==> src/design/bfba_pkg.sv <==
// Package for the best-fit block allocator.
// Holds the sizing constants, status codes and the payload structs of both channels.
// Depends on nothing.
package bfba_pkg;

  localparam int NUM_BLOCKS  = 32;
  localparam int SIZE_BITS   = 16;
  localparam int IDX_BITS    = (NUM_BLOCKS > 1) ? $clog2(NUM_BLOCKS) : 1;
  localparam int CNT_BITS    = $clog2(NUM_BLOCKS + 1);
  localparam int LIMIT_BITS  = 17;
  localparam int LEFT_BITS   = (SIZE_BITS > LIMIT_BITS) ? SIZE_BITS : LIMIT_BITS;
  localparam int IN_SIZE_BITS  = 16;
  localparam int OUT_IDX_BITS  = 5;
  localparam int OUT_LEFT_BITS = 16;

  localparam logic [LIMIT_BITS-1:0] LIMIT_RESET = LIMIT_BITS'(10000);

  localparam logic ACT_LOAD  = 1'b0;
  localparam logic ACT_ALLOC = 1'b1;

  localparam logic [1:0] ST_LOADED    = 2'd0;
  localparam logic [1:0] ST_ALLOCATED = 2'd1;
  localparam logic [1:0] ST_NONE      = 2'd2;
  localparam logic [1:0] ST_FULL      = 2'd3;

  typedef struct packed {
    logic                    action;
    logic [IN_SIZE_BITS-1:0] size_value;
  } in_t;

  typedef struct packed {
    logic [1:0]               status;
    logic [OUT_IDX_BITS-1:0]  block_index;
    logic [OUT_LEFT_BITS-1:0] leftover;
  } out_t;

endpackage

==> src/design/best_fit_block_allocator.sv <==
// Best-fit block allocator: top level with the block table memory and scan sequencer.
// Depends on bfba_pkg.
//
// Usage:
//   Input channel (in_valid/in_stall/in_data) carries one item per transfer:
//   action 0 appends a block size to the next table slot, action 1 asks for
//   the best-fit unused block for a file size. Every item yields exactly one
//   result transfer on out_valid/out_stall/out_data.
//   cfg_wr_en/cfg_wr_data write the leftover limit; write it only while idle.
// Sequencing:
//   A load's result goes from res_r into the output register. A request
//   scans the table, which sits in one memory with a single read port, one
//   entry per cycle; each entry read is compared against the best fit so
//   far. Once the last read has drained, a write-back step marks the chosen
//   block used, and the result goes from res_r into the output register.
//   One item is in work at a time; in_stall is high until its result is
//   loaded, so the next item is not taken before then.
// Reset:
//   rst_n clears the block count, the output valid and sets the limit to
//   10000. The table itself needs no clearing: only slots below the count
//   are ever read, and a load writes its slot as unused.
// Stall:
//   A finished result sits in the output register; the next item is taken
//   meanwhile, and its result waits until the register frees up.
module best_fit_block_allocator
  import bfba_pkg::*;
(
  input  logic                  clk,
  input  logic                  rst_n,
  input  logic                  in_valid,
  output logic                  in_stall,
  input  in_t                   in_data,
  output logic                  out_valid,
  input  logic                  out_stall,
  output out_t                  out_data,
  input  logic                  cfg_wr_en,
  input  logic [LIMIT_BITS-1:0] cfg_wr_data
);

  localparam logic [1:0] S_IDLE = 2'd0;
  localparam logic [1:0] S_SCAN = 2'd1;
  localparam logic [1:0] S_WB   = 2'd2;
  localparam logic [1:0] S_FIN  = 2'd3;

  logic [SIZE_BITS:0] mem [NUM_BLOCKS];

  logic [1:0]            state_r, state_nxt;
  logic [CNT_BITS-1:0]   count_r, count_nxt;
  logic [CNT_BITS-1:0]   addr_r, addr_nxt;
  logic                  rd_vld_r, rd_vld_nxt;
  logic [IDX_BITS-1:0]   rd_idx_r;
  logic [SIZE_BITS:0]    rd_data_r;
  logic [LIMIT_BITS-1:0] limit_r;
  logic                  out_valid_r, out_valid_nxt;
  out_t                  out_data_r, out_data_nxt;
  out_t                  res_r, res_nxt;
  logic [SIZE_BITS-1:0]  req_r, req_nxt;
  logic [LEFT_BITS-1:0]  best_left_r, best_left_nxt;
  logic [IDX_BITS-1:0]   best_idx_r, best_idx_nxt;
  logic [SIZE_BITS-1:0]  best_size_r, best_size_nxt;
  logic                  found_r, found_nxt;

  logic                  in_xfer;
  logic                  out_free;
  logic [SIZE_BITS-1:0]  in_size;
  logic [SIZE_BITS-1:0]  ent_size;
  logic                  ent_used;
  logic [SIZE_BITS-1:0]  ent_left;
  logic                  ent_fit;
  logic                  mem_we;
  logic [IDX_BITS-1:0]   mem_waddr;
  logic [SIZE_BITS:0]    mem_wdata;

  assign in_stall  = (state_r != S_IDLE);
  assign in_xfer   = in_valid && !in_stall;
  assign out_free  = !out_valid_r || !out_stall;
  assign out_valid = out_valid_r;
  assign out_data  = out_data_r;
  assign in_size   = SIZE_BITS'(in_data.size_value);

  assign ent_size = rd_data_r[SIZE_BITS-1:0];
  assign ent_used = rd_data_r[SIZE_BITS];
  assign ent_left = ent_size - req_r;
  assign ent_fit  = !ent_used && (ent_size >= req_r) &&
                    (LEFT_BITS'(ent_left) < best_left_r);

  always_comb begin
    state_nxt     = state_r;
    count_nxt     = count_r;
    addr_nxt      = addr_r;
    rd_vld_nxt    = 1'b0;
    out_valid_nxt = out_valid_r && out_stall;
    out_data_nxt  = out_data_r;
    res_nxt       = res_r;
    req_nxt       = req_r;
    best_left_nxt = best_left_r;
    best_idx_nxt  = best_idx_r;
    best_size_nxt = best_size_r;
    found_nxt     = found_r;
    mem_we        = 1'b0;
    mem_waddr     = count_r[IDX_BITS-1:0];
    mem_wdata     = {1'b0, in_size};
    case (state_r)
      S_IDLE: begin
        if (in_xfer) begin
          if (in_data.action == ACT_LOAD) begin
            state_nxt = S_FIN;
            if (count_r == CNT_BITS'(NUM_BLOCKS)) begin
              res_nxt = '{status: ST_FULL, block_index: '0, leftover: '0};
            end else begin
              mem_we    = 1'b1;
              count_nxt = count_r + 1'b1;
              res_nxt   = '{status: ST_LOADED,
                            block_index: OUT_IDX_BITS'(count_r),
                            leftover: '0};
            end
          end else begin
            state_nxt     = S_SCAN;
            req_nxt       = in_size;
            addr_nxt      = '0;
            best_left_nxt = LEFT_BITS'(limit_r);
            best_idx_nxt  = '0;
            found_nxt     = 1'b0;
          end
        end
      end
      S_SCAN: begin
        if (addr_r != count_r) begin
          rd_vld_nxt = 1'b1;
          addr_nxt   = addr_r + 1'b1;
        end else if (!rd_vld_r) begin
          state_nxt = S_WB;
        end
        if (rd_vld_r && ent_fit) begin
          best_left_nxt = LEFT_BITS'(ent_left);
          best_idx_nxt  = rd_idx_r;
          best_size_nxt = ent_size;
          found_nxt     = 1'b1;
        end
      end
      S_WB: begin
        state_nxt = S_FIN;
        if (found_r) begin
          mem_we    = 1'b1;
          mem_waddr = best_idx_r;
          mem_wdata = {1'b1, best_size_r};
          res_nxt   = '{status: ST_ALLOCATED,
                        block_index: OUT_IDX_BITS'(best_idx_r),
                        leftover: OUT_LEFT_BITS'(best_left_r)};
        end else begin
          res_nxt = '{status: ST_NONE, block_index: '0, leftover: '0};
        end
      end
      S_FIN: begin
        if (out_free) begin
          out_valid_nxt = 1'b1;
          out_data_nxt  = res_r;
          state_nxt     = S_IDLE;
        end
      end
      default: begin
        state_nxt = S_IDLE;
      end
    endcase
  end

  always_ff @(posedge clk) begin
    if (mem_we) begin
      mem[mem_waddr] <= mem_wdata;
    end
    rd_data_r <= mem[addr_r[IDX_BITS-1:0]];
  end

  always_ff @(posedge clk) begin
    if (!rst_n) begin
      state_r     <= S_IDLE;
      count_r     <= '0;
      rd_vld_r    <= 1'b0;
      out_valid_r <= 1'b0;
      limit_r     <= LIMIT_RESET;
    end else begin
      state_r     <= state_nxt;
      count_r     <= count_nxt;
      rd_vld_r    <= rd_vld_nxt;
      out_valid_r <= out_valid_nxt;
      if (cfg_wr_en) begin
        limit_r <= cfg_wr_data;
      end
    end
  end

  always_ff @(posedge clk) begin
    addr_r      <= addr_nxt;
    rd_idx_r    <= addr_r[IDX_BITS-1:0];
    out_data_r  <= out_data_nxt;
    res_r       <= res_nxt;
    req_r       <= req_nxt;
    best_left_r <= best_left_nxt;
    best_idx_r  <= best_idx_nxt;
    best_size_r <= best_size_nxt;
    found_r     <= found_nxt;
  end

`ifndef ASSERT_OFF
  a_count_bound: assert property (@(posedge clk) disable iff (!rst_n)
    count_r <= CNT_BITS'(NUM_BLOCKS))
    else $error("block count beyond table depth");

  a_one_in_flight: assert property (@(posedge clk) disable iff (!rst_n)
    in_xfer |=> in_stall)
    else $error("second item taken while one is in work");

  a_we_phase: assert property (@(posedge clk) disable iff (!rst_n)
    mem_we |-> (state_r == S_IDLE || state_r == S_WB))
    else $error("table written outside load or write-back");

  a_rd_in_scan: assert property (@(posedge clk) disable iff (!rst_n)
    rd_vld_r |-> state_r == S_SCAN)
    else $error("read data returned outside scan");

  a_left_limit: assert property (@(posedge clk) disable iff (!rst_n)
    (out_valid_r && out_data_r.status == ST_ALLOCATED) |->
      (LEFT_BITS'(out_data_r.leftover) < LEFT_BITS'(limit_r)))
    else $error("allocation leftover not below limit");
`endif

endmodule
==> config.mk <==
export PLATFORM = sky130hd
export DESIGN_NAME = best_fit_block_allocator
export DESIGN_NICKNAME = d
export VERILOG_FILES = /design/src/design/bfba_pkg.sv /design/src/design/best_fit_block_allocator.sv
export SDC_FILE = /design/constraint.sdc
export NUM_CORES = 1
export LEC_CHECK = 0
export ABC_AREA = 1
export BUFFER_PORTS_ARGS = -buffer_cell sky130_fd_sc_hd__buf_2
export CORE_UTILIZATION = 39
export DETAILED_ROUTE_END_ITERATION = 8
export SLEW_MARGIN = 25
export SYNTH_ARGS = -nofsm -noshare
export SYNTH_HDL_FRONTEND = slang
export SYNTH_SLANG_ARGS = --single-unit
==> constraint.sdc <==
create_clock -name clk -period 3.7 [get_ports clk]
set_input_delay 0 -clock clk [delete_from_list [all_inputs] [get_ports clk]]
set_output_delay 0 -clock clk [all_outputs]
set_load 0.02 [all_outputs]
# Word-level counts from Yosys, hierarchy flattened
# Memory sizes are Yosys's and may differ from the RTL's. A register that Yosys moved wholly into a read port is not among the register bits.
# Cells that the tools add are included.
# op_classes
n_bitwise	2
order_cmp	2
reduce_logical	23
n_eq_ne	13
shift	0
mul	0
div	0
muxes	41
n_addsub	3
# ops
op	count
$mux W23	4
$mux W17	5
$pmux W23 S2	1
$pmux W17 S2	1
$mux W5	5
$mux W6	3
$lt A16 B17 Y1	1
$ge A16 B16 Y1	1
$ne A2 B2 Y1 const B	8
$reduce_and A4 Y1	4
$sub A16 B16 Y16	1
$add A6 B1 Y6 const B	2
$mux W1	12
$pmux W6 S2	1
$mux W2	5
$pmux W5 S2	1
$pmux W2 S4	1
$eq A6 B6 Y1 const B	1
$ne A6 B6 Y1	1
$reduce_and A2 Y1	3
$reduce_and A3 Y1	2
$reduce_bool A2 Y1	3
$logic_and A1 B1 Y1	5
$eq A2 B2 Y1 const B	2
6 further kinds	11
# word_totals
mem_bits_ro	0
output_inout_bits	25
latch_bits	0
ff_bits	139
n_memories	1
wordCells	103
in_bits	39
ram_bits	544
# mem_list
name	depth	word_bits	read_ports	rd_clocked_by_memory_dff	wr	line_no	source
mem	32	17	1	1	1	best_fit_block_allocator.sv:45	logic [SIZE_BITS:0] mem [NUM_BLOCKS];

# Depth between registers and ports, before layout
# Gate-level depths: netlist (run 1).
# logic_depth
depth_word	7
ltp_mapped	23
mapped_depth_nobuf	23

# Least setup slack after synthesis (run 1)
# OpenSTA, ideal clock, no wires.
# synth_timing
kind	flip-flop to flip-flop
startpoint	register rd_data_r[0] (read register of mem)
endpoint	register best_idx_r[0], enable pin
synth_period_minus_slack_ns	3.902
path_stages_with_launch	22
setup_time_ns	0.411
n_path_buf	0
path_slack_ns	-0.202
required_time_ns	3.289
arrival_ns	3.492
path_cell_list	dfxtp_1 > inv_1 > ha_1 > inv_1 > fa_1 > nand3_1 > nand3_1 > nand2_1 > nand2_1 > a21oi_1 > nand2_1 > and2_1 > ha_1 > nand2_1 > inv_1 > nand2_1 > nand2_1 > nand2_1 > nand3_1 > nor2_1 > nand3_1 > a21oi_1
# synth_via
elab_chain_len	6
elab_cells_between_ends	8
cone_classes	1 x add/sub; 2 x order compare; 1 x eq/ne; 4 x reduce/logical
# synth_rtl
item	line_no	source
start: declaration	best_fit_block_allocator.sv:52	logic [SIZE_BITS:0] rd_data_r;
$sub A16 B16 Y16 / $ge A16 B16 Y1 (equally long branches)	best_fit_block_allocator.sv:83, best_fit_block_allocator.sv:84	
$lt A16 B17 Y1 / $logic_and A1 B1 Y1 (equally long branches)	best_fit_block_allocator.sv:85, best_fit_block_allocator.sv:84	
$logic_and A1 B1 Y1 *	best_fit_block_allocator.sv:84	assign ent_fit = !ent_used && (ent_size >= req_r) &&
$logic_and A1 B1 Y1 *	best_fit_block_allocator.sv:134	if (rd_vld_r && ent_fit) begin
$ne A2 B2 Y1 (no line) *	-	
$reduce_and A4 Y1 (no line) *	-	
end signal: assignment	best_fit_block_allocator.sv:199	best_idx_r <= best_idx_nxt;
end: declaration	best_fit_block_allocator.sv:59	logic [IDX_BITS-1:0] best_idx_r, best_idx_nxt;
# Every way passes the cells marked *; elsewhere a longest branch is shown, timed or not.
# A chain may end at the register's enable or synchronous reset.

# Final worst setup path (run 1)
# layout_timing
startpoint	register rd_data_r[0] (read register of mem)
endpoint	register best_left_r[15], enable pin
# layout_via
elab_chain_len	6
elab_cells_between_ends	8
cone_classes	1 x add/sub; 2 x order compare; 1 x eq/ne; 4 x reduce/logical
# layout_rtl
item	line_no	source
$sub A16 B16 Y16 / $ge A16 B16 Y1 (equally long branches)	best_fit_block_allocator.sv:83, best_fit_block_allocator.sv:84	
$lt A16 B17 Y1 / $logic_and A1 B1 Y1 (equally long branches)	best_fit_block_allocator.sv:85, best_fit_block_allocator.sv:84	
$logic_and A1 B1 Y1 *	best_fit_block_allocator.sv:84	
$logic_and A1 B1 Y1 *	best_fit_block_allocator.sv:134	
$ne A2 B2 Y1 (no line) *	-	
$reduce_and A4 Y1 (no line) *	-	
end signal: assignment	best_fit_block_allocator.sv:198	best_left_r <= best_left_nxt;
end: declaration	best_fit_block_allocator.sv:58	logic [LEFT_BITS-1:0] best_left_r, best_left_nxt;
# Marked as above.

==> results.sh, run 1 <==
export IMPL_synth_common_cells="651 x edfxtp_1, 538 x nor2_1, 319 x o21ai_0"
export IMPL_ys_types=37
export IMPL_rsz0062_at_grt="false"
export IMPL_r2r_setup_slack_ns=0.33
export IMPL_final_area_mm2=0.0329
export IMPL_antenna_found_initial=0
export IMPL_cts_buffers=74
export IMPL_die_h_um=272
export IMPL_worstMarginPinSlew_ns=1.01
export IMPL_synth_top_area_share=0.687
export IMPL_setup_viol=0
export IMPL_whs_path_depth=3
export IMPL_place_area_mm2=0.0301
export IMPL_clock_sinks=700
export IMPL_outcome="completed"
export IMPL_holdBufCountCts=60
export IMPL_startpoint="rd_data_r[0]"
export IMPL_place_hpwl_um=41700
export IMPL_startpoint_type="flop"
export IMPL_syn_avg_cell_area_um2=11.8
export IMPL_cp_top_family="simple AND/OR/NAND/NOR gates"
export IMPL_reg2reg_from="rd_data_r[0]"
export IMPL_timing_rr_end="best_left_r[15]"
export IMPL_synth_area_leader_cell="edfxtp_1"
export IMPL_synth_area_mm2=0.0284
export IMPL_core_mm2=0.0719
export IMPL_holdWs_ns=0.0874
export IMPL_chipWidth_um=272
export IMPL_crit_cells=22
export IMPL_drtPass1Iterations=5
export IMPL_crit_path_end_kind="flop"
export IMPL_ant_nets=0
export IMPL_fin_cells=3562
export IMPL_power_density_mw_per_mm2=787
export IMPL_drv_slew=0
export IMPL_routabilityCongestion=0.852
export IMPL_cts_root_buf="clkbuf_16"
export IMPL_post_route_min_period_ns=3.37
export IMPL_layout_nets=2638
export IMPL_grt_pass1_vias=18400
export IMPL_grt_overflow_total=0
export IMPL_path_clk_slew_ns=0.06
export IMPL_drv_cap=0
export IMPL_dieArea_mm2=0.0740
export IMPL_synthFlopType="edfxtp_1"
export IMPL_max_freq_ghz=0.297
export IMPL_slowest_stage="fa_1"
export IMPL_cts_tree="done"
export IMPL_synth_area_leaders="edfxtp_1 69%, nor2_1 7.1%, o21ai_0 5.6%, nand2_1 3.9%, dfxtp_1 3.4%"
export IMPL_grt_pass1_wl_um=109000
export IMPL_vdd_drop_max_mv=0.572
export IMPL_vias=18900
export IMPL_synth_edf_count=651
export IMPL_min_delay_start="cfg_wr_en"
export IMPL_max_stage_delay_ns=0.40
export IMPL_synth_seq_cells=700
export IMPL_grt_max_degree=132
export IMPL_slew_headroom=0.328
export IMPL_critPathRequiredTime_ns=4.01
export IMPL_first_iter_violations=1695
export IMPL_rows=98
export IMPL_route_detailed_drc=0
export IMPL_cts_resized=0
export IMPL_path_max_fanout=17
export IMPL_wire_per_inst_um=20.3
export IMPL_drt_total_wl_um=72200
export IMPL_min_to="limit_r[16]"
export IMPL_clock_latency_ns=0.62
export IMPL_syn_inst=2403
export IMPL_syn2layout_area_growth_pct=15.9
export IMPL_worstSetupPathType="reg2reg"
export IMPL_dp_cells=3374
export IMPL_layout_drive_gt1_share=0.0973
export IMPL_synthesis_nets=2481
export IMPL_worstPathCellList="inv_1 > ha_1 > inv_1 > fa_1 > nand3_1 > nand3_1 > nand2_1 > nand2_1 > a21oi_1 > nand2_1 > and2_1 > ha_1 > nand2_1 > inv_1 > nand2_1 > nand2_1 > nand2_1 > nand3_1 > nor2_1 > nand3_1 > a21oi_2 > buf_12"
export IMPL_yosysWarnings=0
export IMPL_cp_buffers_inverters=4
export IMPL_fin_crit_sh=0.911
export IMPL_setup_tns_final_ns=0
export IMPL_async_flop_share=0
export IMPL_worstHoldPathType="in2reg"
export IMPL_arrival_ns=3.68
export IMPL_io_pin_count=64
export IMPL_cp_common_cell="nand2_1"
export IMPL_numPortBuffers=63
export IMPL_start_util=0.396
export IMPL_synth_seq_area_share=0.722
export IMPL_finalHoldViolCount=0
export IMPL_r2r_cells=22
export IMPL_synthMostInstantiatedCell="edfxtp_1"
export IMPL_grt_usage=0.194
export IMPL_clock_skew_ns=0.0364
export IMPL_cts_max_level=3
export IMPL_cts_path_max_buffers=3
export IMPL_power_leakage_nw=11.7
export IMPL_cts_setup_buffers=0
export IMPL_vias_per_cell=5.31
-- sequential cells by signal, summed over array words and instances, names as in the netlist, 16 cells and up --
register / count
out_data: 23
limit_r: 17
req_r: 16
mem: 544
rd_data_r: 17
best_size_r: 16
res_r: 23
best_left_r: 17
-- worst max-delay path by stage --
stage               slack [ns]         endpoint
floorplan                 0.24    best_idx_r[0]
global placement          0.27  best_left_r[13]
detailed placement        0.27  best_left_r[14]
CTS                       0.25  best_left_r[14]
global route              0.03  best_left_r[15]
finish                    0.33  best_left_r[15]
-- layout by cell type (no fill, tap or decap), drive strengths merged, types with 2 or more instances in the layout --
master,count
edfxtp,651
nor2,539
o21ai,351
nand2,293
buf,145
o22ai,104
inv,97
clkbuf,91
nand3,74
dlygate4sd3,60
dfxtp,49
ha,38
a21oi,31
clkinv,31
o211ai,14
xor2,6
and2,6
bufinv,6
nand3b,4
a21o,3
nor3,3
nand4,2
nor4,2
or2,2
a22oi,2
nor3b,2
-- layer usage --
layer | GRT usage | part of all wire | up-vias
met5 | 0 | 0 | -
met2 | 0.311 | 0.46 | 686
met4 | 0.0818 | 0.035 | 0
met1 | 0.262 | 0.43 | 9290
met3 | 0.0322 | 0.069 | 128
li1 | - | - | 8819
-- final cells by class --
type | count | area [um^2]
inverter | 98 | 373
timing repair buffer | 205 | 1620
multi-input combinational | 1481 | 6950
antenna | 1 | 2.50
clock buffer | 91 | 1960
sequential | 700 | 20500
tap | 950 | 1190
clock inverter | 36 | 333
fill | 6485 | 38900
-- tightest hold or removal path, delay by kind of cell --
kind            cells  cell delay, ns
compound gates      1            0.13
buf+inv             2            0.51
-- metrics by stage --
| step | util | power, mW | setup WS (ns) |
|---|---|---|---|
| after floorplan | - | 16.0 | 0.239 |
| after global placement | 0.418 | 18.7 | 0.274 |
| after detailed placement | 0.418 | 18.9 | 0.274 |
| after CTS | 0.459 | 26.0 | 0.250 |
| after global routing | 0.459 | 27.4 | 0.0269 |
| final | 0.459 | 25.9 | 0.330 |
-- cell families (layout without fill, tap and decap cells) --
logic type / Yosys count / count (layout) / share of synthesized area
AOI/OAI and AO/OA: 508 / 508 / 0.0961
xor gates and xnor gates: 7 / 7 / 0.00216
adders and majority gates: 39 / 39 / 0.0174
buffers and inverters: 222 / 430 / 0.0345
DFF: 700 / 700 / 0.722
other: 0 / 1 / 0
and+or+nand+nor: 927 / 927 / 0.128
-- report_power, final --
group	total (mW)	leakage (nW)	switching [mW]	internal, mW
logic	8.78	4.26	6.24	2.54
registers	10.0	6.31	0.284	9.76
clock network	7.10	1.13	2.94	4.16
Power figures use the tool's default switching activity.
==> run 2: changes to the inputs <==
--- a/config.mk
+++ b/config.mk
@@ -8,7 +8,9 @@
 export ABC_AREA = 1
 export BUFFER_PORTS_ARGS = -buffer_cell sky130_fd_sc_hd__buf_2
 export CORE_UTILIZATION = 39
+export CTS_BUF_LIST = sky130_fd_sc_hd__clkbuf_8
 export DETAILED_ROUTE_END_ITERATION = 8
+export PLACE_DENSITY = 0.65
 export SLEW_MARGIN = 25
 export SYNTH_ARGS = -nofsm -noshare
 export SYNTH_HDL_FRONTEND = slang
==> results.sh, run 2 (synthesis results as in run 1) <==
export IMPL_vias=19300
export IMPL_holdBufCountCts=83
export IMPL_place_worst_setup_slack_ns=0.284
export IMPL_r2r_cells=22
export IMPL_grt_pass1_vias=18900
export IMPL_setup_tns_final_ns=0
export IMPL_clock_latency_ns=0.73
export IMPL_layout_nets=2692
export IMPL_start_util=0.396
export IMPL_grt_max_degree=173
export IMPL_vdd_drop_max_mv=0.577
export IMPL_power_density_mw_per_mm2=752
export IMPL_place_area_mm2=0.0300
export IMPL_p_seq_frac=0.407
export IMPL_drtPass1Iterations=5
export IMPL_max_freq_ghz=0.295
export IMPL_final_area_mm2=0.0329
export IMPL_drv_slew=0
export IMPL_multi_input_area_mm2=0.00694
export IMPL_wl_met1_um=29800
export IMPL_top_register="mem"
export IMPL_vias_per_cell=5.26
export IMPL_clock_sinks=700
export IMPL_place_hpwl_um=40500
export IMPL_io_pin_count=64
export IMPL_whs_path_depth=2
export IMPL_routabilityCongestion=0.855
export IMPL_pwr_share_comb=0.352
export IMPL_dieArea_mm2=0.0740
export IMPL_finalHoldViolCount=0
export IMPL_total_power_mw=24.7
export IMPL_startpoint="rd_data_r[0]"
export IMPL_cts_buffers=110
export IMPL_slew_headroom=0.323
export IMPL_startpoint_type="flop"
export IMPL_final_cell_mix="651 x edfxtp_1, 538 x nor2_1, 319 x o21ai_0"
export IMPL_antenna_found_initial=4
export IMPL_final_common_cell="edfxtp_1"
export IMPL_syn2layout_area_growth_pct=15.7
export IMPL_power_leakage_nw=11.9
export IMPL_power_switching_share=0.382
export IMPL_outcome="completed"
export IMPL_worstMarginPinSlew_ns=1.02
export IMPL_chipWidth_um=272
export IMPL_fin_crit_sh=0.916
export IMPL_cts_resized=0
export IMPL_cts_max_level=3
export IMPL_grt_usage=0.190
export IMPL_cts_root_buf="clkbuf_8"
export IMPL_arrival_ns=3.79
export IMPL_cts_path_max_buffers=3
export IMPL_worstSetupPathType="reg2reg"
export IMPL_top_layer="met4"
export IMPL_clock_skew_ns=0.0528
export IMPL_intPower_mw=15.3
export IMPL_routed_wl_met2_um=32800
export IMPL_setup_worst_path_end="best_left_r[13]"
export IMPL_grt_pass1_wl_um=108000
export IMPL_path_max_fanout=17
export IMPL_core_mm2=0.0719
export IMPL_post_route_min_period_ns=3.39
export IMPL_first_iter_violations=2049
export IMPL_rows=98
export IMPL_rsz0062_at_grt="false"
export IMPL_path_clk_slew_ns=0.06
export IMPL_timing_rr_end="best_left_r[13]"
export IMPL_layout_drive_gt1_share=0.108
export IMPL_reg2reg_from="rd_data_r[0]"
export IMPL_grt_overflow_total=0
export IMPL_drt_total_wl_um=71300
export IMPL_drv_cap=0
export IMPL_cts_setup_buffers=0
export IMPL_route_detailed_drc=0
export IMPL_regArea_mm2=0.0205
export IMPL_cts_tree="done"
export IMPL_numPortBuffers=63
export IMPL_critPathRequiredTime_ns=4.10
export IMPL_wire_per_inst_um=19.5
export IMPL_layout_setup_ws_ns=0.311
export IMPL_r2r_setup_slack_ns=0.31
export IMPL_crit_path_end_kind="flop"
export IMPL_setup_viol=0
export IMPL_ant_nets=0
export IMPL_die_h_um=272
export IMPL_largest_reg_flops=544
export IMPL_switchingPower_mw=9.44
export IMPL_power_share_clock=0.242
export IMPL_worstHoldPathType="in2reg"
export IMPL_met3_length_um=6030
export IMPL_fillCellCount=6501
-- run 2: area by class of cell --
cell class              count  share of cell area
flip-flops and latches    700               0.624
multi-input cells        1481               0.211
repair buffers            223              0.0555
clock buffers             116              0.0485
well taps                 950              0.0361
clock inverters            90              0.0130
inverters                  98              0.0113
diodes                      3            0.000228
-- run 2: worst max-delay path: stages, from the launching register on --
cell	delay (ns)
dfxtp_1	0.32
inv_1	0.06
ha_1	0.13
inv_1	0.06
fa_1	0.40
nand3_1	0.09
nand3_1	0.12
nand2_1	0.11
nand2_1	0.10
a21oi_1	0.15
nand2_1	0.08
and2_1	0.16
ha_1	0.28
nand2_1	0.07
inv_1	0.04
nand2_1	0.06
nand2_1	0.05
nand2_1	0.05
nand3_1	0.06
nor2_1	0.10
nand3_1	0.16
a21oi_2	0.23
buf_12	0.18
-- run 2: per-layer routing --
layer / vias to the layer above / GRT usage
met4: 0 / 0.0860
met2: 810 / 0.304
li1: 8954 / -
met5: - / 0
met1: 9363 / 0.251
met3: 134 / 0.0393
-- run 2: worst min path at each step --
stage               slack (ns)   startpoint         to
floorplan                  0.1   in_data[0]   req_r[0]
global placement          0.20   in_data[2]   req_r[2]
detailed placement        0.20   in_data[2]   req_r[2]
CTS                       0.01   in_data[4]   req_r[4]
global route              0.05  in_data[10]  req_r[10]
finish                    0.08  in_data[11]  req_r[11]
-- run 2: power by group through the flow --
stage                     clock network, mW  registers, mW  logic, mW
after floorplan                           0           10.1       5.83
after global placement                    0           10.2       8.33
after detailed placement                  0           10.2       8.52
after CTS                              6.09           10.1       8.66
after global routing                   6.45           10.1       9.65
final                                  5.97           10.1       8.70
-- run 2: per-stage QoR --
step | hold WS [ns] | cells | utilization
global placement | 0.198 | 3369 | 0.418
floorplan | 0.0989 | 2403 | -
detailed placement | 0.196 | 3369 | 0.418
finish | 0.0751 | 3661 | 0.458
global route | 0.0474 | 3661 | 0.458
CTS | 0.0117 | 3658 | 0.458
